$ cat config.mk
export PLATFORM = sky130hd
export DESIGN_NAME = slot_pool_free_list_with_expiry
export DESIGN_NICKNAME = d
export VERILOG_FILES = /design/src/hdl/spfl_pkg.sv /design/src/hdl/spfl_ram.sv /design/src/hdl/spfl_link_store.sv /design/src/hdl/spfl_age_unit.sv /design/src/hdl/slot_pool_free_list_with_expiry.sv
export SDC_FILE = /design/constraint.sdc
export NUM_CORES = 2
export LEC_CHECK = 0
export ABC_AREA = 0
export BUFFER_PORTS_ARGS = -buffer_cell sky130_fd_sc_hd__buf_2
export CORE_UTILIZATION = 45
export CTS_BUF_LIST = sky130_fd_sc_hd__clkbuf_8
export CTS_CLUSTER_DIAMETER = 40
export DETAILED_ROUTE_END_ITERATION = 10
export PLACE_DENSITY = 0.6
export SYNTH_ARGS = -nofsm -noshare
export SYNTH_HDL_FRONTEND = slang
export SYNTH_SLANG_ARGS = --single-unit
$ cat constraint.sdc
create_clock -name clk -period 13.82 [get_ports clk]
set_input_delay 0.691 -clock clk [delete_from_list [all_inputs] [get_ports clk]]
set_output_delay 0.691 -clock clk [all_outputs]
set_load 0.03 [all_outputs]
$ cat src/hdl/spfl_pkg.sv
// ----------------------------------------------------------------------------
// spfl_pkg
// Shared types and constants for the slot pool with free list and expiry.
// ----------------------------------------------------------------------------
package spfl_pkg;

	// fixed field widths
	localparam int CMD_W    = 2;
	localparam int IDX_W    = 5;
	localparam int EL_W     = 16;
	localparam int STATUS_W = 3;
	localparam int SLOT_W   = 5;
	localparam int AGE_W    = 32;

	// pool defaults
	localparam int              DEF_POOL_SIZE  = 32;
	localparam logic [AGE_W-1:0] LIFE_LIMIT_RST = 32'd1024000;

	// register index, taken from paddr bit 2
	localparam logic REG_LIFE_LIMIT = 1'b0;

	// command codes
	typedef enum logic [CMD_W-1:0] {
		CMD_ALLOC = 2'd0,
		CMD_FREE  = 2'd1,
		CMD_TICK  = 2'd2,
		CMD_NONE  = 2'd3
	} cmd_t;

	// result status codes
	typedef enum logic [STATUS_W-1:0] {
		STS_ALLOC     = 3'd0,
		STS_FULL      = 3'd1,
		STS_FREED     = 3'd2,
		STS_BAD_FREE  = 3'd3,
		STS_EXPIRED   = 3'd4,
		STS_TICK_NONE = 3'd5
	} status_t;

	// sequencer states
	typedef enum logic [2:0] {
		S_IDLE,
		S_EXEC,
		S_ALOC_LINK,
		S_TK_RD,
		S_TK_EV,
		S_TK_END
	} state_t;

	// age unit result
	typedef struct packed {
		logic             expire;
		logic [AGE_W-1:0] sum;
	} age_res_t;

endpackage

$ cat src/hdl/spfl_ram.sv
// ----------------------------------------------------------------------------
// spfl_ram
// Generic single write port, single read port RAM with registered read.
// ----------------------------------------------------------------------------
module spfl_ram #(
	parameter int WIDTH = 8,
	parameter int DEPTH = 32,
	localparam int AW = (DEPTH > 1) ? $clog2(DEPTH) : 1
) (
	input  logic             clk,
	input  logic             we,
	input  logic [AW-1:0]    waddr,
	input  logic [WIDTH-1:0] wdata,
	input  logic             re,
	input  logic [AW-1:0]    raddr,
	output logic [WIDTH-1:0] rdata
);

	logic [WIDTH-1:0] mem_q [DEPTH];
	logic [WIDTH-1:0] rdata_q;

	// write port
	always_ff @(posedge clk) begin
		if (we) begin
			mem_q[waddr] <= wdata;
		end
	end

	// registered read, holds while re is low
	always_ff @(posedge clk) begin
		if (re) begin
			rdata_q <= mem_q[raddr];
		end
	end

	assign rdata = rdata_q;

endmodule

$ cat src/hdl/spfl_link_store.sv
// ----------------------------------------------------------------------------
// spfl_link_store
// Free list links: a RAM plus one valid flag per entry, so an entry never
// written since reset reads as its reset link (index plus one).
// ----------------------------------------------------------------------------
module spfl_link_store #(
	parameter int POOL_SIZE = 32,
	localparam int SW = (POOL_SIZE > 1) ? $clog2(POOL_SIZE) : 1,
	localparam int HW = $clog2(POOL_SIZE + 1)
) (
	input  logic          clk,
	input  logic          arst_n,
	input  logic          we,
	input  logic [SW-1:0] waddr,
	input  logic [HW-1:0] wdata,
	input  logic          re,
	input  logic [SW-1:0] raddr,
	output logic [HW-1:0] rdata
);

	logic [POOL_SIZE-1:0] valid_q;
	logic                 rd_valid_q;
	logic [SW-1:0]        rd_addr_q;
	logic [HW-1:0]        ram_rdata;

	spfl_ram #(
		.WIDTH(HW),
		.DEPTH(POOL_SIZE)
	) u_ram (
		.clk  (clk),
		.we   (we),
		.waddr(waddr),
		.wdata(wdata),
		.re   (re),
		.raddr(raddr),
		.rdata(ram_rdata)
	);

	// per-entry written flags
	always_ff @(posedge clk or negedge arst_n) begin
		if (!arst_n) begin
			valid_q <= '0;
		end else if (we) begin
			valid_q[waddr] <= 1'b1;
		end
	end

	// remember what was read, alongside the ram read register
	always_ff @(posedge clk or negedge arst_n) begin
		if (!arst_n) begin
			rd_valid_q <= 1'b0;
			rd_addr_q  <= '0;
		end else if (re) begin
			rd_valid_q <= valid_q[raddr];
			rd_addr_q  <= raddr;
		end
	end

	// unwritten entry links to the next index, the last one to the empty mark
	assign rdata = rd_valid_q ? ram_rdata : (HW'(rd_addr_q) + HW'(1));

endmodule

$ cat src/hdl/spfl_age_unit.sv
// ----------------------------------------------------------------------------
// spfl_age_unit
// Shared age arithmetic: expiry compare and saturating age advance.
// ----------------------------------------------------------------------------
module spfl_age_unit (
	input  logic [spfl_pkg::AGE_W-1:0] age,
	input  logic [spfl_pkg::EL_W-1:0]  elapsed,
	input  logic [spfl_pkg::AGE_W-1:0] life_limit,
	output spfl_pkg::age_res_t         res
);

	import spfl_pkg::*;

	logic [AGE_W:0] sum_wide;

	// one adder with carry out for saturation
	assign sum_wide = {1'b0, age} + (AGE_W + 1)'(elapsed);

	always_comb begin
		res.expire = (life_limit < age);
		res.sum    = sum_wide[AGE_W] ? {AGE_W{1'b1}} : sum_wide[AGE_W-1:0];
	end

endmodule

$ cat src/hdl/slot_pool_free_list_with_expiry.sv
// ----------------------------------------------------------------------------
// slot_pool_free_list_with_expiry
// Slot pool handed out through a LIFO free list, with a tick that ages the
// active slots and expires those past the life limit.
// ----------------------------------------------------------------------------
//  channel | direction | beat contents
//  s_*     | in        | tuser: cmd; tdata: slot_index, elapsed
//  m_*     | out       | tuser: status; tdata: slot; tlast: last
//  APB     | in        | life_limit at address 0
//
//  allocate passes through the execute and link states, free through execute;
//  a tick visits every slot in turn, passing over an inactive one and, for an
//  active one, reading the age RAM, then the shared age unit with write back.
//  s_tready is high only while the sequencer is idle; a beat may be taken
//  while a result still waits in the output register.
//  a stalled m_tready holds the sequencer at its next result.
//  reset restores the free list order 0, 1, 2 ... at once, with no clear pass.
// ----------------------------------------------------------------------------
module slot_pool_free_list_with_expiry #(
	parameter int POOL_SIZE = spfl_pkg::DEF_POOL_SIZE
) (
	input  logic        clk,
	input  logic        arst_n,
	// input command beats
	input  logic        s_tvalid,
	output logic        s_tready,
	input  logic [23:0] s_tdata,   // [4:0] slot_index, [20:5] elapsed, zero fill
	input  logic [1:0]  s_tuser,   // [1:0] cmd
	// result beats
	output logic        m_tvalid,
	input  logic        m_tready,
	output logic [7:0]  m_tdata,   // [4:0] slot, zero fill
	output logic [2:0]  m_tuser,   // [2:0] status
	output logic        m_tlast,
	// configuration
	input  logic        psel,
	input  logic        penable,
	input  logic        pwrite,
	input  logic [2:0]  paddr,
	input  logic [31:0] pwdata,
	output logic [31:0] prdata,
	output logic        pready
);

	import spfl_pkg::*;

	localparam int SW = (POOL_SIZE > 1) ? $clog2(POOL_SIZE) : 1;
	localparam int HW = $clog2(POOL_SIZE + 1);

	// registers
	state_t               state_q, state_d;
	logic [AGE_W-1:0]     life_limit_q;
	cmd_t                 cmd_q;
	logic [IDX_W-1:0]     idx_q;
	logic [EL_W-1:0]      el_q;
	logic [HW-1:0]        head_q;
	logic [POOL_SIZE-1:0] active_q;
	logic [SW-1:0]        i_q;
	logic                 pend_valid_q;
	logic [SW-1:0]        pend_slot_q;
	logic                 out_valid_q;
	status_t              out_status_q;
	logic [SLOT_W-1:0]    out_slot_q;
	logic                 out_last_q;

	// derived conditions
	logic          out_free;
	logic          head_empty;
	logic [SW-1:0] head_slot;
	logic [SW-1:0] idx_slot;
	logic          idx_ok;
	logic          i_last;
	logic          i_active;
	age_res_t      age_res;

	// datapath controls
	logic              emit;
	status_t           e_status;
	logic [SLOT_W-1:0] e_slot;
	logic              e_last;
	logic              head_ld;
	logic [HW-1:0]     head_d;
	logic              act_set;
	logic              act_clr;
	logic [SW-1:0]     act_addr;
	logic              link_we;
	logic [SW-1:0]     link_waddr;
	logic              link_re;
	logic [HW-1:0]     link_rdata;
	logic              age_we;
	logic [SW-1:0]     age_waddr;
	logic [AGE_W-1:0]  age_wdata;
	logic              age_re;
	logic [AGE_W-1:0]  age_rdata;
	logic              i_clr;
	logic              i_inc;
	logic              pend_ld;
	logic              pend_clr;

	// link and age storage
	spfl_link_store #(
		.POOL_SIZE(POOL_SIZE)
	) u_links (
		.clk   (clk),
		.arst_n(arst_n),
		.we    (link_we),
		.waddr (link_waddr),
		.wdata (head_q),
		.re    (link_re),
		.raddr (head_slot),
		.rdata (link_rdata)
	);

	spfl_ram #(
		.WIDTH(AGE_W),
		.DEPTH(POOL_SIZE)
	) u_ages (
		.clk  (clk),
		.we   (age_we),
		.waddr(age_waddr),
		.wdata(age_wdata),
		.re   (age_re),
		.raddr(i_q),
		.rdata(age_rdata)
	);

	spfl_age_unit u_age_unit (
		.age       (age_rdata),
		.elapsed   (el_q),
		.life_limit(life_limit_q),
		.res       (age_res)
	);

	assign out_free   = !out_valid_q || m_tready;
	assign head_empty = (head_q >= HW'(POOL_SIZE));
	assign head_slot  = SW'(head_q);
	assign idx_slot   = SW'(idx_q);
	assign idx_ok     = (int'(idx_q) < POOL_SIZE) && active_q[idx_slot];
	assign i_last     = (i_q == SW'(POOL_SIZE - 1));
	assign i_active   = active_q[i_q];

	// apb port
	assign pready = 1'b1;
	assign prdata = (paddr[2] == REG_LIFE_LIMIT) ? life_limit_q : 32'd0;

	always_ff @(posedge clk or negedge arst_n) begin
		if (!arst_n) begin
			life_limit_q <= LIFE_LIMIT_RST;
		end else if (psel && penable && pwrite && pready && paddr[2] == REG_LIFE_LIMIT) begin
			life_limit_q <= pwdata;
		end
	end

	// input side
	assign s_tready = (state_q == S_IDLE);

	always_ff @(posedge clk) begin
		if (s_tvalid && s_tready) begin
			cmd_q <= cmd_t'(s_tuser[1:0]);
			idx_q <= s_tdata[4:0];
			el_q  <= s_tdata[20:5];
		end
	end

	// next state
	always_comb begin
		state_d = state_q;
		unique case (state_q)
			S_IDLE: begin
				if (s_tvalid) state_d = S_EXEC;
			end
			S_EXEC: begin
				case (cmd_q)
					CMD_ALLOC: begin
						if (!head_empty) state_d = S_ALOC_LINK;
						else if (out_free) state_d = S_IDLE;
					end
					CMD_FREE: begin
						if (out_free) state_d = S_IDLE;
					end
					CMD_TICK: state_d = S_TK_RD;
					default:  state_d = S_IDLE;
				endcase
			end
			S_ALOC_LINK: begin
				if (out_free) state_d = S_IDLE;
			end
			S_TK_RD: begin
				if (i_active) state_d = S_TK_EV;
				else if (i_last) state_d = S_TK_END;
			end
			S_TK_EV: begin
				if (!(age_res.expire && pend_valid_q && !out_free)) begin
					state_d = i_last ? S_TK_END : S_TK_RD;
				end
			end
			S_TK_END: begin
				if (out_free) state_d = S_IDLE;
			end
			default: state_d = S_IDLE;
		endcase
	end

	// sequencer outputs
	always_comb begin
		emit       = 1'b0;
		e_status   = STS_TICK_NONE;
		e_slot     = '0;
		e_last     = 1'b1;
		head_ld    = 1'b0;
		head_d     = head_q;
		act_set    = 1'b0;
		act_clr    = 1'b0;
		act_addr   = i_q;
		link_we    = 1'b0;
		link_waddr = i_q;
		link_re    = 1'b0;
		age_we     = 1'b0;
		age_waddr  = i_q;
		age_wdata  = age_res.sum;
		age_re     = 1'b0;
		i_clr      = 1'b0;
		i_inc      = 1'b0;
		pend_ld    = 1'b0;
		pend_clr   = 1'b0;
		unique case (state_q)
			S_EXEC: begin
				case (cmd_q)
					CMD_ALLOC: begin
						if (head_empty) begin
							emit     = out_free;
							e_status = STS_FULL;
						end else begin
							// take the head slot, fetch its link
							link_re   = 1'b1;
							act_set   = 1'b1;
							act_addr  = head_slot;
							age_we    = 1'b1;
							age_waddr = head_slot;
							age_wdata = '0;
						end
					end
					CMD_FREE: begin
						if (out_free) begin
							emit   = 1'b1;
							e_slot = idx_q;
							if (idx_ok) begin
								e_status   = STS_FREED;
								act_clr    = 1'b1;
								act_addr   = idx_slot;
								link_we    = 1'b1;
								link_waddr = idx_slot;
								head_ld    = 1'b1;
								head_d     = HW'(idx_slot);
							end else begin
								e_status = STS_BAD_FREE;
							end
						end
					end
					CMD_TICK: i_clr = 1'b1;
					default: ;
				endcase
			end
			S_ALOC_LINK: begin
				if (out_free) begin
					emit     = 1'b1;
					e_status = STS_ALLOC;
					e_slot   = SLOT_W'(head_slot);
					head_ld  = 1'b1;
					head_d   = link_rdata;
				end
			end
			S_TK_RD: begin
				age_re = i_active;
				i_inc  = !i_active && !i_last;
			end
			S_TK_EV: begin
				if (age_res.expire) begin
					if (!pend_valid_q || out_free) begin
						// report the previous expiry, hold this one back
						emit     = pend_valid_q;
						e_status = STS_EXPIRED;
						e_slot   = SLOT_W'(pend_slot_q);
						e_last   = 1'b0;
						act_clr  = 1'b1;
						link_we  = 1'b1;
						head_ld  = 1'b1;
						head_d   = HW'(i_q);
						pend_ld  = 1'b1;
						i_inc    = !i_last;
					end
				end else begin
					age_we = 1'b1;
					i_inc  = !i_last;
				end
			end
			S_TK_END: begin
				if (out_free) begin
					emit     = 1'b1;
					pend_clr = 1'b1;
					if (pend_valid_q) begin
						e_status = STS_EXPIRED;
						e_slot   = SLOT_W'(pend_slot_q);
					end
				end
			end
			default: ;
		endcase
	end

	// state, list head, active flags, tick counter
	always_ff @(posedge clk or negedge arst_n) begin
		if (!arst_n) begin
			state_q      <= S_IDLE;
			head_q       <= '0;
			active_q     <= '0;
			i_q          <= '0;
			pend_valid_q <= 1'b0;
		end else begin
			state_q <= state_d;
			if (head_ld) head_q <= head_d;
			if (act_set) active_q[act_addr] <= 1'b1;
			if (act_clr) active_q[act_addr] <= 1'b0;
			if (i_clr) i_q <= '0;
			else if (i_inc) i_q <= i_q + SW'(1);
			if (pend_clr) pend_valid_q <= 1'b0;
			else if (pend_ld) pend_valid_q <= 1'b1;
		end
	end

	always_ff @(posedge clk) begin
		if (pend_ld) pend_slot_q <= i_q;
	end

	// output register
	always_ff @(posedge clk or negedge arst_n) begin
		if (!arst_n) begin
			out_valid_q <= 1'b0;
		end else if (emit) begin
			out_valid_q <= 1'b1;
		end else if (m_tready) begin
			out_valid_q <= 1'b0;
		end
	end

	always_ff @(posedge clk) begin
		if (emit) begin
			out_status_q <= e_status;
			out_slot_q   <= e_slot;
			out_last_q   <= e_last;
		end
	end

	assign m_tvalid = out_valid_q;
	assign m_tdata  = {3'b000, out_slot_q};
	assign m_tuser  = out_status_q;
	assign m_tlast  = out_last_q;

endmodule

; Yosys cells after proc, flatten, opt, wreduce, memory -nomap -nowiden
; Memories as Yosys holds them, arrays and structs flattened. A register that Yosys moved wholly into a read port is not among the register bits.
; Cells that the tools add are included.
[word_totals]
ff_bits = 155
mem_bits_rw = 1216
input_bits = 68
out_inout_bits = 47
word_cells = 177
memories = 2
[op_classes]
add_sub_neg = 3
order_cmp = 9
eq_ne = 17
n_mux = 98
bitwise_logic = 5
reduce_logical = 26
[mem_list]
columns = name, words, width, rd, rd_ports_with_merged_regs, wr, line
row1 = u_ages.mem_q, 32, 32, 1, 1, 1, spfl_ram.sv:19  ; logic [WIDTH-1:0] mem_q [DEPTH];
row2 = u_links.u_ram.mem_q, 32, 6, 1, 1, 1, spfl_ram.sv:19
[op_table]
columns = cell, count
row1 = $mux 32, 7
row2 = $mux 5, 17
row3 = $or 32x32->32, 2
row4 = $mux 6, 7
row5 = $mux 1, 39
row6 = $add 32x16->33, 1
row7 = $and 32x32->32, 1
row8 = $lt 32x32->1, 1
row9 = $not 32->32, 1
row10 = $lt 5x6->1 const B, 5
row11 = $mux 3, 10
row12 = $pmux 5 s4, 1
row13 = $pmux 6 s3, 1
row14 = $ne 2x2->1 const B, 8
row15 = $bmux 1 s5, 3
row16 = $pmux 3 s5, 1
row17 = $pmux 3 s4, 1
row18 = $demux 1 s5, 2
row19 = $ge 5x1->1 const B, 2
row20 = $pmux 5 s2, 1
row21 = $logic_and 1x1->1, 9
row22 = $pmux 3 s3, 1
row23 = $pmux 1 s2, 4
row24 = $reduce_and 8->1, 1
row25 = other kinds (22), 32

; Logic depth before layout (Yosys ltp)
[depth]
ltp_word = 14
mapped_depth = 15

; Cells and area by module
; From an unflattened synthesis, not the netlist that was laid out.
[hier_totals]
cells_unflattened = 3597
hier_area_um2 = 58746.3
[by_module_without_submodules]
columns = module, instances, cells_each, area_per_inst_um2
row1 = spfl_ram at u_ages, 1, 2260, 40812.9
row2 = spfl_ram at u_links.u_ram, 1, 323, 7649.8
row3 = slot_pool_free_list_with_expiry, 1, 589, 6465.0
row4 = spfl_age_unit, 1, 281, 2000.7
row5 = spfl_link_store, 1, 144, 1818.0

; Least setup slack after synthesis
; Ideal clock, no wire load.
[synth_timing]
path_kind = reg-to-reg
start = register state_q[1]
end = memory u_ages.mem_q[18][0] (netlist name), enable pin
setup_time_ps = 461
arrival_time_ps = 4446
required_time_ps = 13359
path_slack_ps = 8913
path_stages_with_launch = 11
path_buffers = 2
synth_period_minus_slack_ps = 4907
cell_sequence = dfrtp_1 clkbuf_1 or3b_2 nor2_1 nand2_1 inv_1 clkbuf_1 nand2_1 o31ai_1 nand2_1 nor3_1
[synth_between]
elab_chain_len = 4
elab_cells_between_ends = 6
[synth_rtl]
columns = item, line
row1 = start: declaration, slot_pool_free_list_with_expiry.sv:51  ; state_t state_q, state_d;
row2 = start signal: assignment, slot_pool_free_list_with_expiry.sv:320  ; state_q <= state_d;
row3 = $eq 3x3->1 / $eq 3x1->1 (equally long branches), slot_pool_free_list_with_expiry.sv:226  ; unique case (state_q)
row4 = $pmux 1 s2, slot_pool_free_list_with_expiry.sv:226
row5 = $mux 1, spfl_ram.sv:24  ; if (we) begin
row6 = $mux 1 (implied by the code), spfl_ram.sv:25  ; mem_q[waddr] <= wdata;
row7 = end: declaration, spfl_ram.sv:19
; Several ways; a longest one is shown, not always the timed one.

; Worst setup path in the final report
[layout_timing]
start = register u_ages.rdata_q[1] (netlist: u_ages.rdata[1]), read port of u_ages.mem_q
end = memory u_links.u_ram.mem_q[28][2] (netlist name), enable pin
[layout_between]
elab_chain_len = 5
[layout_rtl]
columns = item, line
row1 = start: declaration, spfl_ram.sv:20  ; logic [WIDTH-1:0] rdata_q;
row2 = $lt 32x32->1, spfl_age_unit.sv:20  ; res.expire = (life_limit < age);
row3 = $mux 1, slot_pool_free_list_with_expiry.sv:278  ; if (age_res.expire) begin
row4 = $pmux 1 s2, slot_pool_free_list_with_expiry.sv:226
row5 = $mux 1, spfl_ram.sv:24
row6 = $mux 1 (implied by the code), spfl_ram.sv:25
row7 = end: declaration, spfl_ram.sv:19
; Every way passes these cells.

==> flow_metrics.env <==
export IMPL_die_y_um=360
export IMPL_relSlewSlack_pct=13.1
export IMPL_min_to="state_q[0]"
export IMPL_port_buffers=105
export IMPL_grt_pass1_wl_mm=211
export IMPL_drt_pass1_iter_count=6
export IMPL_vias_per_cell=5.97
export IMPL_synth_warnings=0
export IMPL_gp_congestion=0.857
export IMPL_placed_area_sq_um=60500
export IMPL_ys_types=87
export IMPL_drive_gt1_share_pct=30.7
export IMPL_clkLatencyLatePin_ps=920
export IMPL_cts_resized=0
export IMPL_cts_buffers_inserted=219
export IMPL_crit_chain="inv_1 -> ha_1 -> a2111o_1 -> a311oi_1 -> o31ai_2 -> a21oi_2 -> and2_1 -> nand2_1 -> inv_2 -> or2_1 -> nand2_1 -> nor2_1"
export IMPL_cp_slowest_cell="a311oi_1"
export IMPL_track_usage_pct=22.4
export IMPL_whs_ps=207
export IMPL_layoutNonFillerInstCount=5062
export IMPL_antenna_found_initial=1
export IMPL_worst_r2r_setup_slack_ps=8610
export IMPL_rr_worst_depth=12
export IMPL_cp_start_kind="register"
export IMPL_utilization_pct=51.7
export IMPL_fin_tns_setup_ps=0
export IMPL_slew_violations=0
export IMPL_r2r_end="u_links.u_ram.mem_q[28][2]"
export IMPL_ios=115
export IMPL_ant_nets=0
export IMPL_post_synth_cell_area_avg_sq_um=19.7
export IMPL_async_reset_ff_share_pct=8.37
export IMPL_period_share_pct=37.7
export IMPL_final_nets=3340
export IMPL_required_ps=14330
export IMPL_routed_via_count=30220
export IMPL_worst_clock_skew_ps=46.2
export IMPL_core_area_sq_um=126000
export IMPL_worst_ep_arrival_time_ps=5720
export IMPL_synthCells=2915
export IMPL_total_power_mw=12.3
export IMPL_drc=0
export IMPL_max_stage_delay_ps=750
export IMPL_overflow=0
export IMPL_fillers=9920
export IMPL_grt_pass1_vias=31607
export IMPL_min_from="s_tvalid"
export IMPL_row_count=130
export IMPL_syn_to_final_growth_pct=13.4
export IMPL_status="finished, final reports clean"
export IMPL_synth_cell_area_sq_um=57500
export IMPL_wl_per_cell_um=28.3
export IMPL_worstReg2RegStart="u_ages.rdata[1]"
export IMPL_design_area_sq_um=65200
export IMPL_synth_yosys_seq_area_share_pct=72.5
export IMPL_worst_setup_path_end_kind="register"
export IMPL_dieArea_sq_um=129000
export IMPL_drt_wl_total_mm=143
export IMPL_cts_buffer_depth=3
export IMPL_maxCapViolCount=0
export IMPL_layout_common_cells="edfxtp_1 (1,291), mux4_2 (406), clkbuf_8 (239)"
export IMPL_dp_hpwl_mm=77.6
export IMPL_synth_edf_count=1291
export IMPL_synth_seq_cells=1409
export IMPL_setup_viol=0
export IMPL_initial_core_util_pct=45.6
export IMPL_crit_fanout=22
export IMPL_min_path_cells=4
export IMPL_worst_slew_pin_slew_ps=1300
export IMPL_p_per_area_nw_per_um2=189
export IMPL_grt_max_degree=92
export IMPL_hold_class="input pin to register"
export IMPL_fp_dieW_um=360
export IMPL_final_hold_violation_count=0
export IMPL_ir_drop_mv=0.110
export IMPL_rsz0062_at_grt="no"
export IMPL_timing_final_ws_setup_ps=8610
export IMPL_period_needed_ps=5210
export IMPL_place_worst_setup_slack_ps=8550
export IMPL_leakage_nw=21.7
export IMPL_drt_iter0_drc=3381
export IMPL_fmaxAchievable_mhz=192
export IMPL_clk_pin_slew_worst_paths_ps=60
export IMPL_cts_sinks=1409
export IMPL_synth_flop_cell="edfxtp_1"
export IMPL_cts_tree="built"
export IMPL_cts_htree_levels=4
export IMPL_final_common_cell="edfxtp_1"
export IMPL_cts_root_buf="clkbuf_8"
export IMPL_crit_path_frequent_cell="nand2_1"
export IMPL_dp_cells=4594
export IMPL_criticalPathCategory="register to register"
==> critical path: cells and delay by family (launching register included) <==
kind | cells | cell delay, ps
compound gates | 4 | 1980
fa+ha+maj | 1 | 260
buf+inv | 2 | 370
flops | 1 | 410
simple gates | 5 | 1760
==> cell families (layout without fill, tap and decap cells) <==
kind of cell             after synthesis  count (layout)  share of synthesized area [%]
flip-flops                          1409            1409                           72.5
multiplexers                         473             473                           17.2
AND/OR/NAND/NOR                      431             431                           3.71
AO/OA/AOI/OAI                        307             307                           3.62
buffers and inverters                225             718                           1.59
adder cells (fa/ha/maj)               51              51                           1.12
XOR/XNOR                              17              17                          0.259
other                                  2               6                         0.0131
==> report_power, final <==
| part | switching, mW | internal, mW |
|---|---|---|
| Clock | 1.61 | 1.69 |
| Combinational | 1.96 | 1.42 |
| Sequential | 0.237 | 5.40 |
| Total | 3.81 | 8.51 |
==> cell type report <==
class	instances	area, sq um	share of cell area (%)
clock inverters	171	900	1.38
flip-flops and latches	1409	41800	64.0
inverters	58	218	0.334
well taps	1650	2060	3.16
repair buffers	250	1760	2.69
clock buffers	239	3290	5.04
diodes	2	5.00	0.00767
multi-input cells	1283	15300	23.4
==> sequential cells by signal, summed over array words and instances, names as in the netlist <==
register             flops
head_q                   6
m_tvalid                 1
u_ages.mem_q          1024
m_tlast                  1
m_tuser                  3
i_q                      5
pend_slot_q              5
u_ages.rdata            32
state_q                  3
el_q                    16
pend_valid_q             1
u_links.u_ram.rdata      6
cmd_q                    2
u_links.valid_q         32
u_links.rd_addr_q        5
active_q                32
out_slot_q               5
idx_q                    5
life_limit_q            32
u_links.rd_valid_q       1
u_links.u_ram.mem_q    192
==> layer usage <==
layer	part of all wire [%]	wire length [um]	track usage (%)
met4	2.3	3280	6.71
met1	42	60200	31.5
met3	7.2	10200	4.08
met5	0	0	0
met2	49	69600	36.0
==> synth_stat cells, types with 5 or more instances <==
library cell | instances | area (sq um)
a211oi_1 | 11 | 82.6
a21o_1 | 18 | 135
a21oi_1 | 92 | 460
a22oi_1 | 5 | 37.5
a311oi_1 | 6 | 52.6
a31o_2 | 5 | 43.8
a31oi_1 | 44 | 275
and2_1 | 13 | 81.3
and3_1 | 9 | 56.3
buf_1 | 35 | 131
buf_2 | 23 | 115
buf_4 | 10 | 75.1
clkbuf_1 | 98 | 368
dfrtp_1 | 112 | 2800
dfstp_2 | 6 | 158
edfxtp_1 | 1291 | 38800
ha_1 | 50 | 626
inv_1 | 54 | 203
mux2_2 | 48 | 541
mux2i_1 | 19 | 190
mux4_2 | 406 | 9140
nand2_1 | 156 | 586
nand2b_1 | 18 | 113
nand3_1 | 20 | 100
nand4_1 | 18 | 113
nor2_1 | 96 | 360
nor2b_1 | 42 | 263
nor3_1 | 22 | 110
o21a_1 | 5 | 37.5
o21ai_0 | 37 | 185
o21bai_1 | 18 | 135
o22ai_1 | 7 | 43.8
o31ai_1 | 5 | 37.5
or3_1 | 5 | 31.3
xnor2_1 | 8 | 70.1
xor2_1 | 9 | 78.8
==> worst max-delay path by stage <==
stage	startpoint	endpoint	slack, ps	depth (start not counted)
2_1_floorplan	state_q[1]	u_ages.mem_q[18][0]	8910	10
3_3_place_gp	u_ages.rdata[1]	u_links.u_ram.mem_q[14][3]	8640	12
4_1_cts	u_ages.rdata[1]	u_links.u_ram.mem_q[14][5]	8580	12
6_report	u_ages.rdata[1]	u_links.u_ram.mem_q[28][2]	8610	12
5_1_grt	u_ages.rdata[1]	u_links.u_ram.mem_q[28][1]	8340	12
3_5_place_dp	u_ages.rdata[1]	u_links.u_ram.mem_q[14][3]	8550	12
==> timing repair <==
| action | in CTS | in global routing |
|---|---|---|
| setup buffers | 0 | 0 |
| hold endpoints to repair | 111 | 0 |
| hold buffers | 56 | 0 |
Note: power is estimated with default switching activity, not from simulation.
